===== config.mk =====
export PLATFORM = sky130hd
export DESIGN_NAME = smss_regs
export DESIGN_NICKNAME = d
export VERILOG_FILES = /design/src/hdl/assert_macros.svh /design/src/hdl/smss_pkg.sv /design/src/hdl/smss_regs.sv
export SDC_FILE = /design/constraint.sdc
export NUM_CORES = 1
export LEC_CHECK = 0
export BUFFER_PORTS_ARGS = -buffer_cell sky130_fd_sc_hd__buf_4
export CAP_MARGIN = 10
export CORE_MARGIN = 2
export CORE_UTILIZATION = 34
export CTS_CLUSTER_DIAMETER = 100
export CTS_CLUSTER_SIZE = 24
export DETAILED_ROUTE_END_ITERATION = 10
export GPL_TIMING_DRIVEN = 0
export PLACE_DENSITY = 0.83
export REMOVE_ABC_BUFFERS = 1
export SYNTH_ARGS = -nofsm -noshare
export SYNTH_HDL_FRONTEND = slang
export SYNTH_SLANG_ARGS = --single-unit

===== constraint.sdc =====
create_clock -name clk -period 2.6 [get_ports clk]
set_clock_uncertainty 0.15 [all_clocks]
set_input_delay 0.39 -clock clk [delete_from_list [all_inputs] [get_ports clk]]
set_output_delay 0.39 -clock clk [all_outputs]
set_load 0.02 [all_outputs]

===== src/hdl/assert_macros.svh =====
// Assertion macros shared by the staircase search RTL.
`ifndef ASSERT_MACROS_SVH
`define ASSERT_MACROS_SVH

// Concurrent check on clk, disabled while arst_n is low.
`define SMSS_ASSERT(lbl, prop, msg) \
	lbl: assert property (@(posedge clk) disable iff (!arst_n) prop) \
		else $error(msg);

// Condition that must never hold.
`define SMSS_ASSERT_NEVER(lbl, cond, msg) \
	`SMSS_ASSERT(lbl, !(cond), msg)

`endif


===== src/hdl/smss_pkg.sv =====
// Package: sizes, codes and shared types of the staircase search block.
package smss_pkg;

	localparam int MAX_ROWS   = 16;
	localparam int MAX_COLS   = 16;
	localparam int DATA_WIDTH = 32;

	localparam int ROW_W  = $clog2(MAX_ROWS);
	localparam int COL_W  = $clog2(MAX_COLS);
	localparam int ADDR_W = ROW_W + COL_W;
	localparam int DEPTH  = MAX_ROWS * MAX_COLS;

	localparam int CFG_W     = 5;
	localparam int PADDR_W   = 3;
	localparam int PDATA_W   = 32;
	localparam int REG_IDX_W = PADDR_W - 2;

	localparam logic [CFG_W-1:0] RESET_ROWS = CFG_W'(MAX_ROWS);
	localparam logic [CFG_W-1:0] RESET_COLS = CFG_W'(MAX_COLS);

	typedef enum logic [REG_IDX_W-1:0] {
		REG_ROWS_IN_USE = 1'b0,
		REG_COLS_IN_USE = 1'b1
	} reg_idx_t;

	typedef enum logic {
		KIND_WRITE  = 1'b0,
		KIND_SEARCH = 1'b1
	} kind_t;

	typedef enum logic [1:0] {
		ST_IDLE = 2'b01,
		ST_WALK = 2'b10
	} walk_state_t;

	typedef struct packed {
		logic [CFG_W-1:0] rows_in_use;
		logic [CFG_W-1:0] cols_in_use;
	} cfg_t;

	typedef struct packed {
		logic                  we;
		logic [ADDR_W-1:0]     waddr;
		logic [DATA_WIDTH-1:0] wdata;
		logic                  re;
		logic [ADDR_W-1:0]     raddr;
	} mem_req_t;

endpackage


===== src/hdl/smss_regs.sv =====
// APB configuration registers: rows and columns of the searched region.
module smss_regs import smss_pkg::*; (
	input  logic               clk,
	input  logic               arst_n,
	input  logic               psel,
	input  logic               penable,
	input  logic               pwrite,
	input  logic [PADDR_W-1:0] paddr,
	input  logic [PDATA_W-1:0] pwdata,
	output logic [PDATA_W-1:0] prdata,
	output logic               pready,
	output cfg_t               cfg
);

	logic [CFG_W-1:0] rows_q;
	logic [CFG_W-1:0] cols_q;
	reg_idx_t         idx;
	logic             wr_en;

	assign idx    = reg_idx_t'(paddr[PADDR_W-1:2]);
	assign pready = 1'b1;
	assign wr_en  = psel && penable && pwrite && pready;

	always_ff @(posedge clk or negedge arst_n) begin
		if (!arst_n) begin
			rows_q <= RESET_ROWS;
			cols_q <= RESET_COLS;
		end else if (wr_en) begin
			case (idx)
				REG_ROWS_IN_USE: rows_q <= pwdata[CFG_W-1:0];
				REG_COLS_IN_USE: cols_q <= pwdata[CFG_W-1:0];
				default: ;
			endcase
		end
	end

	always_comb begin
		case (idx)
			REG_ROWS_IN_USE: prdata = PDATA_W'(rows_q);
			REG_COLS_IN_USE: prdata = PDATA_W'(cols_q);
			default:         prdata = '0;
		endcase
	end

	assign cfg.rows_in_use = rows_q;
	assign cfg.cols_in_use = cols_q;

endmodule


# Word level (Yosys, flattened, before mapping)
# Index checks and enable logic that the tools add are counted.
# word_totals
output_inout_bits,43
elab_cells,8
input_bits,40
ff_bits,10
# classes
n_reduce_logical,4
bitwise_logic,1
muxes,1
# ops
operator,count
one-hot mux 32 bit (2 select lines),1
AND reduction 2 bit,2
logical AND 1 bit,2
inverter 1 bit,1

# Longest topological paths before layout
# depth
depth_word,3
depth_mapped,3
depth_no_buf,2

# Worst setup path before layout
# OpenSTA, ideal clock, no wires.
# synth_path
path_type,input-to-output
startpoint,input port paddr[2]
endpoint,output port prdata[0]
setup_slack_ns,1.189
required_time_ns,2.060
arrival_ns,0.871
path_stages,2
path_buffers,1
cell_sequence,buf_6 > mux2_2
# synth_via
elab_chain_len,2
# synth_rtl
item,line,source
"start, declared",smss_regs.sv:8,"input logic [PADDR_W-1:0] paddr,"
inverter 1 bit,--,
one-hot mux 32 bit (2 select lines) (*),smss_regs.sv:38,case (idx)
"end, declared",smss_regs.sv:10,"output logic [PDATA_W-1:0] prdata,"
# Mark *: on every way between the ends. The rest lies on a longest branch, timed or not. The select of a mux whose other input is x is not followed.

# Final worst setup path
# layout_path
startpoint,register rows_q[2]
endpoint,output port prdata[2]
# layout_via
elab_chain_len,1
# layout_rtl
item,line,source
"start, declared",smss_regs.sv:15,logic [CFG_W-1:0] rows_q;
"start signal, assigned",smss_regs.sv:30,REG_ROWS_IN_USE: rows_q <= pwdata[CFG_W-1:0];
one-hot mux 32 bit (2 select lines),smss_regs.sv:38,
# Every way passes these cells. The select of a mux whose other input is x is not followed.

==> impl_metrics.json <==
{
  "gp_congestion": 0.6377,
  "fmax_mhz": 614.6,
  "hold_viol": 0,
  "criticalPathCategory": "reg -> out",
  "drtIter0Drc": 0,
  "drive_gt1_frac": 0.5647,
  "path_cells": "mux2_2 -> buf_4",
  "synth_area_leaders": "buf_4 (31%), dfrtp_1 (29%), mux2_2 (25%)",
  "drt-pass1-iter-count": 1,
  "yosys.area.top_type": "buf_4",
  "multiInputGateArea_um2": 310.3,
  "peakVddDrop_uv": 391.2,
  "grt_pass1_wl_um": 1835,
  "timing.rr.start": "rows_q[2]",
  "grt_antenna_before_repair": 0,
  "hold_class": "in -> reg",
  "cts.sink_count": 10,
  "critPathTopFamily": "flip-flops",
  "yosysSeqAreaShare": 0.3679,
  "ys_seq_elements": 10,
  "synthFlopType": "dfrtp_1",
  "die_w_um": 48.95,
  "num_rows": 16,
  "regArea_um2": 252.7,
  "fin_nets": 126,
  "grt_pass1_vias": 381,
  "synth_top_cell_area_share": 0.3060,
  "antennaDiodeCount": 0,
  "max_cap_viol_count": 0,
  "fillers": 204,
  "clock-root-buffer": "clkbuf_4",
  "cp-end-kind": "primary output",
  "cp_slowest_cell": "dfrtp_1",
  "die-area_um2": 2396,
  "slowest_delay_ns": 0.40,
  "crit_required_ns": 2.06,
  "setup.worst_path.end": "prdata[2]",
  "totalWireLength_um": 1124,
  "post_synth.cell_area_avg_um2": 11.84,
  "critPathArrivalTime_ns": 1.09,
  "yosys_warnings": 0,
  "num_io_pins": 83,
  "netlist_top_cells_count": "buf_4 (28), mux2_2 (15), dfrtp_1 (8)",
  "period_share": 0.6258,
  "synth_cell_types": 8,
  "cts_buffers": 3,
  "synth_edf_count": 0,
  "setup_tns_ns": 0,
  "final-setup-viol-count": 0,
  "cp-start-kind": "register",
  "netlist_area_um2": 686.9,
  "start_util": 0.3537,
  "ctsResizeCount": 0,
  "cts_tree": "yes",
  "clockBufferDepth": 2,
  "period_minus_slack_ns": 1.627,
  "clk_pin_slew_ns": 0.07,
  "p_per_area_nw_per_um2": 747.0,
  "rsz0062_at_grt": "no",
  "core_um2": 1942,
  "clock_latency_ns": 0.26,
  "finalPower_w": 0.0006206,
  "wire_per_inst_um": 10.04,
  "path_depth": 2,
  "critPathLaunch": "rows_q[2]",
  "final_antenna_net_count": 0,
  "r2r_end": "rows_q[2]",
  "reg2regPathDepth": 1,
  "synth.most_common_cell": "buf_4",
  "grt_max_degree": 11,
  "leakage_nw": 0.4405,
  "die_h_um": 48.95,
  "status": "completed",
  "overflow": 0,
  "grt_use_total": 0.1055,
  "area_delta_synth_final_pct": 20.95,
  "cts_max_level": 1,
  "synthArstFlopShare": 1.000,
  "hpwlAfterDp_um": 919.5,
  "vias_per_cell": 3.589,
  "final_area_um2": 830.8,
  "drcViolationCount": 0,
  "r2r_slack_ns": 1.68,
  "port_buffers": 25,
  "vias": 402,
  "place_area_um2": 784.5,
  "critPathBufInv": 1,
  "synth_cells": 58,
  "finalMaxSlewViolations": 0,
  "crit_path_max_fanout": 3
}
## kinds of logic after synthesis
kind of cell | Yosys count | synth area share
flip-flops | 10 | 0.3679
multiplexers | 15 | 0.2459
AND/OR/NAND/NOR | 2 | 0.05282
buffers and inverters | 29 | 0.3224
other | 2 | 0.01093
## registers in the layout, indices dropped and copies added, names as in the netlist
name,flops
cols_q,5
rows_q,5
## area by class of cell
type,instances,share of cell area
clock buffer,4,0.04367
multi-input combinational,45,0.3735
timing repair buffer,26,0.2380
tap,27,0.04066
sequential,10,0.3042
## how the worst min path moves through the flow
stage,to,start,cells past startpoint,slack (ns)
2_1_floorplan,cols_q[0],arst_n,0,-0.06
6_report,cols_q[3],pwdata[3],2,0.21
4_1_cts,rows_q[2],pwdata[2],2,0.21
3_5_place_dp,cols_q[2],arst_n,1,0.08
5_1_grt,rows_q[2],pwdata[2],2,0.19
3_3_place_gp,cols_q[2],arst_n,1,0.07
## layout by cell type, fill, tap and decap left out
master	count
nand4b_4	1
dfrtp_1	8
clkbuf_8	1
conb_1	28
mux2_2	15
nand4_2	1
buf_4	25
dlygate4sd3_1	1
clkbuf_4	3
dfstp_2	2
## metrics by stage
stage	setup slack [ns]	hold slack (ns)	utilization	std cells
after global routing	0.9096	0.1913	0.4278	112
after CTS	0.9612	0.2067	0.4278	112
after detailed placement	1.016	0.07847	0.4040	107
final	0.9729	0.2150	0.4278	112
after global placement	1.019	0.07252	0.4040	107
after floorplan	1.260	-0.05559	-	55
## metal layers
layer	global-route usage	routed length, µm
met1	0.1058	389
met2	0.1849	617
met3	0.06135	117
met4	0.02857	0
met5	0	0
## report_power, final
part | internal (W) | switching (W)
sequential | 0.000195 | 0.0000227
combinational | 0.000118 | 0.000149
clock | 0.0000849 | 0.0000510
total | 0.000398 | 0.000222
## timing repair
| item | in CTS | in global routing |
|---|---|---|
| hold endpoints to repair | 10 | 0 |
| setup buffers | 0 | 0 |
| hold buffers | 1 | 0 |
Power figures use the tool's default switching activity.
