## src/hdl/assert_macros.svh

```systemverilog
// Assertion macros shared by the staircase search RTL.
`ifndef ASSERT_MACROS_SVH
`define ASSERT_MACROS_SVH

// Concurrent check on clk, disabled while arst_n is low.
`define SMSS_ASSERT(lbl, prop, msg) \
	lbl: assert property (@(posedge clk) disable iff (!arst_n) prop) \
		else $error(msg);

// Condition that must never hold.
`define SMSS_ASSERT_NEVER(lbl, cond, msg) \
	`SMSS_ASSERT(lbl, !(cond), msg)

`endif

```

## src/hdl/smss_pkg.sv

```systemverilog
// Package: sizes, codes and shared types of the staircase search block.
package smss_pkg;

	localparam int MAX_ROWS   = 16;
	localparam int MAX_COLS   = 16;
	localparam int DATA_WIDTH = 32;

	localparam int ROW_W  = $clog2(MAX_ROWS);
	localparam int COL_W  = $clog2(MAX_COLS);
	localparam int ADDR_W = ROW_W + COL_W;
	localparam int DEPTH  = MAX_ROWS * MAX_COLS;

	localparam int CFG_W     = 5;
	localparam int PADDR_W   = 3;
	localparam int PDATA_W   = 32;
	localparam int REG_IDX_W = PADDR_W - 2;

	localparam logic [CFG_W-1:0] RESET_ROWS = CFG_W'(MAX_ROWS);
	localparam logic [CFG_W-1:0] RESET_COLS = CFG_W'(MAX_COLS);

	typedef enum logic [REG_IDX_W-1:0] {
		REG_ROWS_IN_USE = 1'b0,
		REG_COLS_IN_USE = 1'b1
	} reg_idx_t;

	typedef enum logic {
		KIND_WRITE  = 1'b0,
		KIND_SEARCH = 1'b1
	} kind_t;

	typedef enum logic [1:0] {
		ST_IDLE = 2'b01,
		ST_WALK = 2'b10
	} walk_state_t;

	typedef struct packed {
		logic [CFG_W-1:0] rows_in_use;
		logic [CFG_W-1:0] cols_in_use;
	} cfg_t;

	typedef struct packed {
		logic                  we;
		logic [ADDR_W-1:0]     waddr;
		logic [DATA_WIDTH-1:0] wdata;
		logic                  re;
		logic [ADDR_W-1:0]     raddr;
	} mem_req_t;

endpackage

```

## src/hdl/smss_walk.sv

```systemverilog
// Staircase walk sequencer with the shared signed comparator and result register.
`include "assert_macros.svh"

module smss_walk import smss_pkg::*; (
	input  logic                         clk,
	input  logic                         arst_n,
	input  cfg_t                         cfg,
	input  logic                         in_valid,
	output logic                         in_ready,
	input  logic                         kind,
	input  logic [ROW_W-1:0]             row_index,
	input  logic [COL_W-1:0]             col_index,
	input  logic signed [DATA_WIDTH-1:0] value,
	output mem_req_t                     mem_req,
	input  logic [DATA_WIDTH-1:0]        rd_data,
	output logic                         out_valid,
	input  logic                         out_ready,
	output logic                         found,
	output logic [ROW_W-1:0]             found_row,
	output logic [COL_W-1:0]             found_col
);

	walk_state_t                  st_q;
	logic [CFG_W-1:0]             x_q;
	logic [CFG_W-1:0]             y_q;
	logic signed [DATA_WIDTH-1:0] key_q;
	logic                         out_valid_q;
	logic                         found_q;
	logic [ROW_W-1:0]             found_row_q;
	logic [COL_W-1:0]             found_col_q;

	logic [CFG_W-1:0]             rows_eff;
	logic [CFG_W-1:0]             cols_eff;
	logic [CFG_W-1:0]             cols_m1;
	logic                         accept;
	logic                         start;
	logic                         empty;
	logic                         walking;
	logic signed [DATA_WIDTH-1:0] elem;
	logic                         lt;
	logic                         gt;
	logic                         hit;
	logic                         miss;
	logic                         step;
	logic [CFG_W-1:0]             nx;
	logic [CFG_W-1:0]             ny;
	logic [CFG_W-1:0]             ny_m1;
	logic [CFG_W-1:0]             y_m1;

	assign rows_eff = (cfg.rows_in_use > CFG_W'(MAX_ROWS)) ? CFG_W'(MAX_ROWS) : cfg.rows_in_use;
	assign cols_eff = (cfg.cols_in_use > CFG_W'(MAX_COLS)) ? CFG_W'(MAX_COLS) : cfg.cols_in_use;
	assign cols_m1  = cols_eff - CFG_W'(1);
	assign empty    = (rows_eff == '0) || (cols_eff == '0);

	// a search needs the result slot free (or emptying) before it starts
	assign in_ready = (st_q == ST_IDLE) &&
		((kind == KIND_WRITE) || !out_valid_q || out_ready);
	assign accept   = in_valid && in_ready;
	assign start    = accept && (kind == KIND_SEARCH);
	assign walking  = (st_q == ST_WALK);

	assign elem  = rd_data;
	assign lt    = key_q < elem;
	assign gt    = key_q > elem;
	assign nx    = x_q + CFG_W'(gt);
	assign ny    = y_q - CFG_W'(lt);
	assign ny_m1 = ny - CFG_W'(1);
	assign y_m1  = y_q - CFG_W'(1);
	assign hit   = walking && !lt && !gt;
	assign miss  = walking && !hit && ((nx >= rows_eff) || (ny == '0));
	assign step  = walking && !hit && !miss;

	always_comb begin
		mem_req.we    = accept && (kind == KIND_WRITE);
		mem_req.waddr = {row_index, col_index};
		mem_req.wdata = value;
		mem_req.re    = (start && !empty) || step;
		if (walking) begin
			mem_req.raddr = {nx[ROW_W-1:0], ny_m1[COL_W-1:0]};
		end else begin
			mem_req.raddr = {ROW_W'(0), cols_m1[COL_W-1:0]};
		end
	end

	always_ff @(posedge clk or negedge arst_n) begin
		if (!arst_n) begin
			st_q <= ST_IDLE;
		end else begin
			case (st_q)
				ST_IDLE: if (start && !empty) st_q <= ST_WALK;
				ST_WALK: if (hit || miss) st_q <= ST_IDLE;
				default: st_q <= ST_IDLE;
			endcase
		end
	end

	always_ff @(posedge clk) begin
		if (start) begin
			key_q <= value;
			x_q   <= '0;
			y_q   <= cols_eff;
		end else if (step) begin
			x_q <= nx;
			y_q <= ny;
		end
	end

	always_ff @(posedge clk or negedge arst_n) begin
		if (!arst_n) begin
			out_valid_q <= 1'b0;
		end else if ((start && empty) || hit || miss) begin
			out_valid_q <= 1'b1;
		end else if (out_ready) begin
			out_valid_q <= 1'b0;
		end
	end

	always_ff @(posedge clk) begin
		if ((start && empty) || hit || miss) begin
			found_q     <= hit;
			found_row_q <= hit ? x_q[ROW_W-1:0] : '0;
			found_col_q <= hit ? y_m1[COL_W-1:0] : '0;
		end
	end

	assign out_valid = out_valid_q;
	assign found     = found_q;
	assign found_row = found_row_q;
	assign found_col = found_col_q;

	`SMSS_ASSERT(a_walk_has_data, walking |-> $past(mem_req.re), "walk step without a read")
	`SMSS_ASSERT_NEVER(a_no_write_in_walk, walking && mem_req.we, "store written during walk")
	`SMSS_ASSERT(a_walk_in_region, walking |-> (x_q < rows_eff) && (y_q != '0),
		"walk left the region")
	`SMSS_ASSERT(a_hit_in_region, out_valid_q && found_q |->
		(CFG_W'(found_row_q) < rows_eff) && (CFG_W'(found_col_q) < cols_eff),
		"hit outside the region")

endmodule
```

## config.mk

```make
export PLATFORM = sky130hd
export DESIGN_NAME = smss_walk
export DESIGN_NICKNAME = d
export VERILOG_FILES = /design/src/hdl/smss_pkg.sv /design/src/hdl/smss_walk.sv
export VERILOG_INCLUDE_DIRS = /design/src /design/src/hdl
export SDC_FILE = /design/constraint.sdc
export NUM_CORES = 1
export LEC_CHECK = 0
export BUFFER_PORTS_ARGS = -buffer_cell sky130_fd_sc_hd__buf_2
export CAP_MARGIN = 20
export CORE_AREA = 2 2 88 90
export CTS_CLUSTER_SIZE = 12
export DETAILED_ROUTE_END_ITERATION = 8
export DIE_AREA = 0 0 90 92
export PLACE_DENSITY = 0.79
export SETUP_SLACK_MARGIN = 0.3
export SYNTH_ARGS = -nofsm -noshare
export SYNTH_HDL_FRONTEND = slang
export SYNTH_SLANG_ARGS = --single-unit
export TNS_END_PERCENT = 100
```

## constraint.sdc

```tcl
create_clock -name clk -period 5.5 [get_ports clk]
set_clock_uncertainty 0.15 [all_clocks]
set_input_delay 0.275 -clock clk [delete_from_list [all_inputs] [get_ports clk]]
set_output_delay 0.275 -clock clk [all_outputs]
set_load 0.005 [all_outputs]
```

# Word level (Yosys, flattened, before mapping)
# Cells that the tools add are included.
# word_totals
register_bits	54
out_inout_bits	61
elab_cells	64
# classes
n_addsub	5
n_lt_le_gt_ge	5
n_eq_ne	4
muxes	10
n_bitwise	1
n_reduce_logical	31
# ops
op	n
32-bit > comparator	1
32-bit < comparator	1
5-bit two-way mux	4
5-bit zero test	3
4-bit by 1-bit subtractor with 4-bit output, second input constant	3
1-bit logical AND	11
5-bit > comparator, second input constant	2
1-bit logical OR	8
8-bit two-way mux	1
1-bit zero test	6
5-bit by 1-bit adder with 5-bit output	1
5-bit greater-or-equal comparator	1
5-bit by 1-bit subtractor with 5-bit output	1
2-bit two-way mux	2
2-bit by 1-bit != test with 1-bit output, second input constant	2
2-bit one-hot mux with 2 select lines	1
2-bit nonzero test	2
2-bit by 1-bit == test with 1-bit output, second input constant	1
2-bit == test, second input constant	1
1-bit two-way mux	2
2-bit AND reduction	1
1-bit NOT	1

# Depth between registers and ports, before layout
# depth
depth_word	11
depth_mapped	21
depth_no_buf	20

# Worst setup path before layout
# No wires, ideal clock.
# synth_timing
kind	register to register
from	reg key_q[14]
to	reg x_q[2]
arrival_time_ps	4014
required_time_ps	5254
slack_ps	1241
stages_incl_launch_ff	21
n_path_buf	1
cell_sequence	edfxtp_1 > ha_1 > a21oi_2 > nand2_1 > a221o_1 > a211o_1 > a21oi_1 > a21o_1 > nor2b_1 > ha_1 > ha_1 > xor2_1 > ha_1 > a21o_1 > a31oi_1 > maj3_1 > o21ai_1 > or2_2 > clkbuf_1 > or4_1 > a21oi_1
# synth_between
word_cells_on_any_way	16
classes_between	2 x add/sub; 3 x order compare; 11 x reduce/logical
# synth_lines
element	line	source
start, declared	smss_walk.sv:26	logic signed [DATA_WIDTH-1:0] key_q;
start signal, assigned	smss_walk.sv:99	key_q <= value;
32-bit > comparator (*)	smss_walk.sv:64	assign gt = key_q > elem;
5-bit by 1-bit adder with 5-bit output (*)	smss_walk.sv:65	assign nx = x_q + CFG_W'(gt);
named net nx[2]	smss_walk.sv:45	logic [CFG_W-1:0] nx;
5-bit greater-or-equal comparator	smss_walk.sv:70	assign miss = walking && !hit && ((nx >= rows_eff) || (ny == '0));
1-bit logical OR	smss_walk.sv:70	
1-bit logical AND	smss_walk.sv:70	
1-bit zero test	smss_walk.sv:71	assign step = walking && !hit && !miss;
1-bit logical AND	smss_walk.sv:71	
end signal, assigned	smss_walk.sv:103	x_q <= nx;
end, declared	smss_walk.sv:24	logic [CFG_W-1:0] x_q;
# The timed path passes the listed nets; every way through them passes the cells marked *.
# A chain may end at the register's enable or synchronous reset.

==> run_results.csv <==
group,metric,value,unit
status,status,"finished, final reports clean",
route,wl_per_cell,13.1,um
synth,synth_ff_type,"edfxtp_1",
power_and_ir_drop,p_leak,2.05,nW
sta,tns,0,ns
sta,slew_viol_final,0,
synth,syn_nets,466,
placement,hpwl,5660,um
sta,hold_viol,0,
sta,setup_violations,0,
power_and_ir_drop,switching_share,24.3,%
final_layout,final_net_count,573,
sta,fmax,210,MHz
power_and_ir_drop,switchingPower,0.244,mW
route,routed.top_layer,"met4",
sta,fin_ws,0.747,ns
synth,ys_async_sr_fraction,5.56,%
power_and_ir_drop,p_int,0.763,mW
route,via_count,2699,
synth,yosysUniqueCellTypes,42,
sta,rsz0062_at_grt,"false",
global_routing,gr-usage-all-layers,17.0,%
sta,timing.hold.ws,0.0123,ns
floorplan,fp.dieH,92,um
power_and_ir_drop,comb_power_share,20.0,%
global_routing,grt_pass1_vias,2590,
clock_tree,post-cts-setup-buffers,0,
floorplan,core-area,7450,um2
global_routing,grt_overflow,0,
min_path,min_path_type,"primary input to flip-flop",
synth,synth_top_area_share,40.2,%
critical_path,endpoint_kind,"output port",
synth,synth-seq-cells,54,
final_layout,num_antenna_cells,0,
route,wl_met2,3570,um
power_and_ir_drop,clockPowerShare,32.0,%
floorplan,dieArea,8280,um2
placement,gp_routability_congestion,0.809,
placement,post-place-cells,527,
route,vias_per_cell,4.93,
synth,syn_inst,337,
power_and_ir_drop,power_frac_seq,48.0,%
synth,synth_top_area_cell,"edfxtp_1",
synth,syn-cell-area,3440,um2
clock_tree,cts_tree,"yes",
power_and_ir_drop,vdd_drop_max,0.149,mV
floorplan,die_x,90,um
sta,period_minus_slack,4.75,ns
route,drt-met1-wl,3040,um
synth,synth_area_leaders,"edfxtp_1 40%, ha_1 15%, buf_4 8.7%",
final_layout,final_util,56.2,%
route,drtIter0Drc,106,
final_layout,postLayoutCellArea,4180,um2
route,ant_nets,0,
placement,io_buffers,131,
power_and_ir_drop,p_total,1.01,mW
critical_path,crit_type,"flip-flop to output port",
synth,synth_commonest_cells,"46 x edfxtp_1, 42 x ha_1, 42 x inv_1",
global_routing,grt_pass1_wl,11300,um
floorplan,io-pin-count,148,
route,drc_errors,0,
final_layout,fin_cells,547,
clock_tree,cts.clk_slew.worst_paths,0.10,ns
route,postRouteWirelength,7170,um
route,wl_met3,454,um
floorplan,rows,32,
run,maxCapViolCount,0,
synth,yosysMostFrequentCell,"edfxtp_1",
clock_tree,cts.sinks,54,
final_layout,fill_cells,674,
sta,maxSlewHeadroom,68.3,%
synth,yosys_warnings,0,
floorplan,initial_utilization,46.2,%
global_routing,grt_max_degree,31,
critical_path,required,5.08,ns
route,firstDrtPassIters,4,
final_layout,syn2layout_area_growth,21.6,%
synth,synth_edf_count,46,
power_and_ir_drop,power_density,241,nW/um2
critical_path,crit_path_start_kind,"flip-flop",
placement,place_area,3910,um2
clock_tree,cts.htree.levels,2,
clock_tree,clk_path_buf_depth,2,
synth,syn_area_per_cell,10.2,um2
sta,worst_pin_slew,0.474,ns
final_layout,drive_gt1_share,33.0,%
sta,period_share,86.4,%
clock_tree,cts_buffers,5,
global_routing,antenna_found_initial,0,
clock_tree,cts_root_buffer,"clkbuf_8",
placement,pre_cts_ws,0.747,ns
critical_path,cp_data_arrival_time,4.33,ns
synth,synth-seq-area-share,45.3,%
critical_path,critPathMaxFanout,4,
clock_tree,insertion_delay,0.30,ns
-- flip-flops by register name, summed over array words and instances (netlist names) --
signal,cells
st_q,2
out_valid,1
y_q,5
x_q,5
found_row,4
found_col,4
key_q,32
found,1
-- metal layers --
metal  GRT usage (%)  vias to the layer above
li1                -                     1352
met1            20.6                     1235
met2            31.2                      101
met3            2.79                       11
met4            4.62                        0
met5               0                        -
-- layout by cell type, fill, tap and decap left out, drive strengths merged, types with 2 or more instances in the layout --
cell type	instances
dfrtp	2
inv	43
xnor2	7
a21o	5
buf	132
edfxtp	46
bufinv	2
a31oi	4
nor3	2
o31ai	3
dlygate4sd3	12
and2	4
nor2b	8
dfxtp	5
xor2	3
a21oi	26
nand2	20
and3	2
nand3	10
or4	5
nor2	21
o21a	2
clkbuf	6
o21ai	12
nand4	7
ha	42
nor4	2
-- path summary, 6_finish.rpt --
kind                       slack (ns)  depth (start not counted)             startpoint                    end
max                              0.75                         20     key_q[7]$_DFFE_PP_             mem_req[8]
min                              0.01                          1               value[4]     key_q[4]$_DFFE_PP_
max reg2reg                      0.91                         19     key_q[7]$_DFFE_PP_    x_q[2]$_SDFFE_PP0P_
min reg2reg                      0.37                          1  out_valid$_DFFE_PN0P_  out_valid$_DFFE_PN0P_
max in group asynchronous        4.86                          2                 arst_n    st_q[0]$_DFFE_PN1P_
min in group asynchronous        0.14                          2                 arst_n  out_valid$_DFFE_PN0P_
-- cell families after synthesis --
logic type	synth area share (%)
XOR/XNOR	2.55
AO/OA/AOI/OAI	10.4
flip-flops	45.3
buffers and inverters	14.0
AND/OR/NAND/NOR	12.2
adder cells (fa/ha/maj)	15.6
-- what timing repair did --
action	CTS	global route
hold endpoints to repair	7	7
gates resized for setup	0	1
setup endpoints to repair	0	1
hold buffers	5	7
-- area by class of cell --
| type | instances | area, um2 | area share, % |
|---|---|---|---|
| Clock inverter | 2 | 60.1 | 1.44 |
| Tap cell | 102 | 128 | 3.05 |
| Sequential cell | 54 | 1560 | 37.2 |
| Timing Repair Buffer | 144 | 783 | 18.7 |
| Inverter | 44 | 165 | 3.95 |
| Multi-Input combinational cell | 195 | 1410 | 33.6 |
| Clock buffer | 6 | 82.6 | 1.97 |
-- power groups by stage --
stage	combinational [mW]	clock, mW	sequential [mW]
2_1_floorplan	0.136	0	0.491
3_3_place_gp	0.189	0	0.492
3_5_place_dp	0.196	0	0.493
4_1_cts	0.199	0.328	0.484
5_1_grt	0.232	0.341	0.486
6_report	0.202	0.322	0.483
-- worst max-delay path, cell delays in order, from the launching register on --
cell and delay (ns):
edfxtp_1 0.37, ha_1 0.30, a21oi_1 0.20, o21ai_1 0.12, a221o_1 0.33, a211o_1 0.30
a21oi_1 0.14, a21o_1 0.14, nor2b_1 0.05, ha_1 0.19, ha_1 0.22, xor2_1 0.17
ha_1 0.31, a21o_1 0.11, a31oi_1 0.04, maj3_1 0.32, o21ai_1 0.20, nor2_1 0.10
nand2_1 0.16, o21ai_0 0.10, buf_2 0.15
No activity file was read; power rests on OpenSTA's default activity.
